===== config.mk =====
export PLATFORM = sky130hd
export DESIGN_NAME = wtraj_div
export DESIGN_NICKNAME = d
export VERILOG_FILES = /design/src/rtl/core/wtraj_pkg.sv /design/src/rtl/core/wtraj_div.sv
export SDC_FILE = /design/constraint.sdc
export NUM_CORES = 1
export LEC_CHECK = 0
export ABC_AREA = 1
export BUFFER_PORTS_ARGS = -buffer_cell sky130_fd_sc_hd__buf_2
export CAP_MARGIN = 20
export CORE_UTILIZATION = 40
export DETAILED_ROUTE_END_ITERATION = 10
export PLACE_DENSITY = 0.72
export SYNTH_ARGS = -nofsm -noshare
export SYNTH_HDL_FRONTEND = slang
export SYNTH_SLANG_ARGS = --single-unit

===== constraint.sdc =====
create_clock -name aclk -period 3.45 [get_ports aclk]
set_input_delay 0.345 -clock aclk [delete_from_list [all_inputs] [get_ports aclk]]
set_output_delay 0.345 -clock aclk [all_outputs]
set_load 0.02 [all_outputs]

===== src/rtl/core/wtraj_pkg.sv =====
// Shared types and constants for the waypoint trajectory interpolator.
// No dependencies; imported by the core and by the divider.
package wtraj_pkg;

    localparam int MAX_POINTS = 64;
    localparam int MAX_JOINTS = 8;
    localparam int POS_W      = 16;
    localparam int PT_W       = $clog2(MAX_POINTS);
    localparam int JT_W       = $clog2(MAX_JOINTS);
    localparam int EL_W       = 18;
    localparam int TICK_W     = 16;
    localparam int PROD_W     = 32;  // magnitude of (end-start)*elapsed
    localparam int DCNT_W     = $clog2(PROD_W);

    typedef enum logic [2:0] {
        FN_WR_POS  = 3'd0,
        FN_WR_TIM  = 3'd1,
        FN_START   = 3'd2,
        FN_SAMPLE  = 3'd3,
        FN_STOP    = 3'd4,
        FN_TICK    = 3'd5
    } func_t;

    typedef enum logic [1:0] {
        PH_IDLE = 2'd0,
        PH_WAIT = 2'd1,
        PH_DONE = 2'd2
    } phase_t;

    typedef struct packed {
        logic [TICK_W-1:0] move;
        logic [TICK_W-1:0] dwell;
        logic              mode;
    } timing_t;

    // Divider handshake from the sequencer
    typedef struct packed {
        logic              start;
        logic [PROD_W-1:0] dividend;
        logic [TICK_W-1:0] divisor;
    } div_req_t;

endpackage


===== src/rtl/core/wtraj_div.sv =====
// Restoring unsigned divider, one quotient bit per cycle.
// Depends on wtraj_pkg for widths and the request struct.
module wtraj_div (
    input  logic                      aclk,
    input  logic                      aresetn,
    input  wtraj_pkg::div_req_t       req,
    output logic                      done,
    output logic [wtraj_pkg::PROD_W-1:0] quotient
);
    import wtraj_pkg::*;

    logic                busy_reg, busy_next;
    logic                done_reg, done_next;
    logic [DCNT_W-1:0]   cnt_reg, cnt_next;
    logic [TICK_W:0]     rem_reg, rem_next;
    logic [PROD_W-1:0]   sh_reg, sh_next;
    logic [TICK_W-1:0]   dsr_reg, dsr_next;
    logic [TICK_W:0]     rem_sh;

    // Shift in one dividend bit, subtract when it fits
    always_comb begin
        busy_next = busy_reg;
        done_next = 1'b0;
        cnt_next  = cnt_reg;
        rem_next  = rem_reg;
        sh_next   = sh_reg;
        dsr_next  = dsr_reg;
        rem_sh    = {rem_reg[TICK_W-1:0], sh_reg[PROD_W-1]};
        if (req.start) begin
            busy_next = 1'b1;
            cnt_next  = '0;
            rem_next  = '0;
            sh_next   = req.dividend;
            dsr_next  = req.divisor;
        end else if (busy_reg) begin
            if (rem_sh >= {1'b0, dsr_reg}) begin
                rem_next = rem_sh - {1'b0, dsr_reg};
                sh_next  = {sh_reg[PROD_W-2:0], 1'b1};
            end else begin
                rem_next = rem_sh;
                sh_next  = {sh_reg[PROD_W-2:0], 1'b0};
            end
            cnt_next = cnt_reg + 1'b1;
            if (cnt_reg == DCNT_W'(PROD_W-1)) begin
                busy_next = 1'b0;
                done_next = 1'b1;
            end
        end
    end

    always_ff @(posedge aclk) begin
        if (!aresetn) begin
            busy_reg <= 1'b0;
            done_reg <= 1'b0;
            cnt_reg  <= '0;
        end else begin
            busy_reg <= busy_next;
            done_reg <= done_next;
            cnt_reg  <= cnt_next;
        end
        rem_reg <= rem_next;
        sh_reg  <= sh_next;
        dsr_reg <= dsr_next;
    end

    assign done     = done_reg;
    assign quotient = sh_reg;

endmodule


==> results.json <==
{
  "status": "complete, no violations",
  "regArea_um2": 1900,
  "grt_max_degree": 37,
  "critPathMaxStageDelay_ns": 0.38,
  "drt-initial-drc-count": 155,
  "period_needed_ns": 2.02,
  "coreArea_um2": 9860,
  "io-pin-count": 84,
  "cts_tree": "done",
  "ys_ff_latch": 71,
  "powerDensity_nw_per_um2": 426,
  "grt.total_usage": 0.190,
  "routabilityCongestion": 0.890,
  "tns_ns": 0,
  "critPathBufInv": 2,
  "wl_per_cell_um": 12.4,
  "ant_nets": 0,
  "ys_seq_area_frac": 0.464,
  "fill_cells": 917,
  "die_w_um": 103,
  "fp.dieH_um": 103,
  "worstMarginPinSlew_ns": 0.806,
  "cts_resized": 0,
  "synth_area_um2": 4100,
  "slew_headroom": 0.462,
  "critPathKind": "reg2reg",
  "yosys_warnings": 0,
  "vias_per_cell": 4.76,
  "clkSinkCount": 71,
  "dieArea_um2": 10700,
  "nets": 665,
  "rsz0062_at_grt": "false",
  "htree_levels": 3,
  "syn_avg_cell_area_um2": 8.04,
  "vdd_drop_max_v": 0.000222,
  "drive_above_1_share": 0.237,
  "start_util": 0.416,
  "end_kind": "flop",
  "hold_viol_final": 0,
  "wl_um": 9110,
  "root_buffer": "clkbuf_8",
  "yosysUniqueCellTypes": 34,
  "ctsHoldBuffers": 0,
  "fin_skew_ns": 0.0115,
  "post-dp-hpwl_um": 6830,
  "finalSetupViolCount": 0,
  "synthToLayoutAreaGrowth_pct": 18.6,
  "clk_path_buf_depth": 2,
  "vias": 3491,
  "n_antenna_cell": 0,
  "drtPass1Iterations": 4,
  "critPathMostFrequentCell": "nand2_1",
  "arrival_ns": 2.30,
  "clk_pin_slew_worst_paths_ns": 0.09,
  "critPathTopFamily": "simple AND/OR/NAND/NOR gates",
  "p_leak_nw": 2.53,
  "antenna_found_initial": 0,
  "syn_inst": 510,
  "numPortBuffers": 83,
  "cts-buffers-inserted": 9,
  "period_share": 0.584,
  "grt_pass1_wl_um": 15500,
  "maxCapViolations": 0,
  "clk_latency_ns": 0.34,
  "drc": 0,
  "final-max-slew-violation-count": 0,
  "rows": 36,
  "hold_path.class": "in2reg",
  "final_area_um2": 4860,
  "clock.fmax_mhz": 496,
  "post_dp_cell_area_um2": 4630,
  "largest_register_ffs": 32,
  "synth_nets": 580,
  "multiInputGateArea_um2": 1860,
  "critPathLaunchType": "flop",
  "cpMaxStageDelayCell": "edfxtp_1",
  "cp.required_ns": 3.74,
  "grt-ovfl-total": 0,
  "grt_pass1_vias": 3380,
  "cts_setup_buffers": 0,
  "timing.critical_path.cells": "inv_1 -> ha_1 -> nand2_1 -> inv_1 -> nand2_1 -> nor2_4 -> nand3_2 -> nand2_2 -> nor2_8 -> nand2_8 -> nand2_1 -> nand3_1 -> nand2_1",
  "crit_fanout": 18
}
==> layout by cell type, fill, tap and decap left out, types with 2 or more instances in the layout <==
| cell | n |
|---|---|
| xnor2_1 | 5 |
| nand2_1 | 224 |
| nand2_2 | 16 |
| inv_2 | 8 |
| a21oi_1 | 13 |
| inv_1 | 57 |
| nand3_2 | 5 |
| buf_4 | 5 |
| nand2_8 | 2 |
| ha_1 | 18 |
| nand3_1 | 22 |
| bufinv_16 | 2 |
| nor3_1 | 8 |
| a31oi_1 | 2 |
| nand3b_1 | 18 |
| buf_2 | 83 |
| dfxtp_1 | 23 |
| clkbuf_8 | 9 |
| edfxtp_1 | 48 |
| clkinv_4 | 2 |
| nor2_1 | 10 |
| nand4_1 | 3 |
| nor2_4 | 2 |
==> power by group <==
part           switching (W)  internal [W]
Sequential         0.0000308      0.000978
Clock               0.000337      0.000417
Combinational       0.000200      0.000107
==> worst register-to-register path, cell delays in order, from the launching register on <==
cell and delay, ns:
edfxtp_1 0.38, inv_1 0.08, ha_1 0.29, nand2_1 0.08, inv_1 0.06, nand2_1 0.12, nor2_4 0.05, nand3_2 0.05
nand2_2 0.08, nor2_8 0.28, nand2_8 0.19, nand2_1 0.13, nand3_1 0.08, nand2_1 0.08
==> final cells by class <==
type                       count  share of cell area
timing repair buffer          88              0.0932
inverter                      66              0.0510
sequential                    71               0.391
multi-input combinational    359               0.383
tap                          133              0.0342
clock inverter                 7              0.0216
clock buffer                   9              0.0255
==> worst paths after layout <==
| path | depth (start not counted) | end | slack (ns) | from |
|---|---|---|---|---|
| max | 13 | rem_reg[12]$_SDFFE_PP0P_ | 1.43 | dsr_reg[4]$_DFFE_PP_ |
| min | 1 | dsr_reg[1]$_DFFE_PP_ | 0.17 | req[1] |
| max reg2reg | 13 | rem_reg[12]$_SDFFE_PP0P_ | 1.43 | dsr_reg[4]$_DFFE_PP_ |
| min reg2reg | 2 | cnt_reg[4]$_SDFFE_PP0P_ | 0.47 | cnt_reg[4]$_SDFFE_PP0P_ |
==> kinds of logic after synthesis <==
logic type	share of synthesized area
flip-flops	0.464
XOR/XNOR	0.0128
AO/OA/AOI/OAI	0.0259
AND/OR/NAND/NOR	0.356
buffers and inverters	0.0815
adder cells (fa/ha/maj)	0.0598
==> synth_stat cells, drive strengths merged <==
library cell  instances  area (um^2)
nand2               243          992
inv                  65          244
edfxtp               48         1440
nand3                27          160
dfxtp                23          460
nand3b               19          155
ha                   18          225
a21oi                14         73.8
nor2                 14         86.3
clkbuf                9         33.8
nor3                  8         40.0
buf                   5         52.6
xnor2                 5         43.8
nand4                 3         18.8
a31oi                 2         12.5
and3                  1         6.26
clkinv                1         3.75
fa                    1         20.0
o21a                  1         7.51
o21ai                 1         5.00
o21bai                1         7.51
xor2                  1         8.76
==> per-stage QoR <==
| step | worst slack [ns] | hold WS (ns) | utilization | total power (W) | std cells |
|---|---|---|---|---|---|
| 2_1_floorplan | 1.56 | 0.444 | - | 0.00122 | 510 |
| 3_3_place_gp | 1.51 | 0.453 | 0.470 | 0.00133 | 717 |
| 3_5_place_dp | 1.46 | 0.461 | 0.470 | 0.00133 | 717 |
| 4_1_cts | 1.43 | 0.154 | 0.493 | 0.00209 | 733 |
| 5_1_grt | 1.22 | 0.149 | 0.493 | 0.00216 | 733 |
| 6_report | 1.43 | 0.170 | 0.493 | 0.00207 | 733 |
==> layer usage <==
layer  vias to the layer above  share of wire  GRT usage
li1                       1782              -          -
met1                      1592           0.44      0.239
met2                       107           0.48      0.323
met3                        10          0.063     0.0423
met4                         0          0.013     0.0650
met5                         -              0          0
No activity file was read; power rests on OpenSTA's default activity.
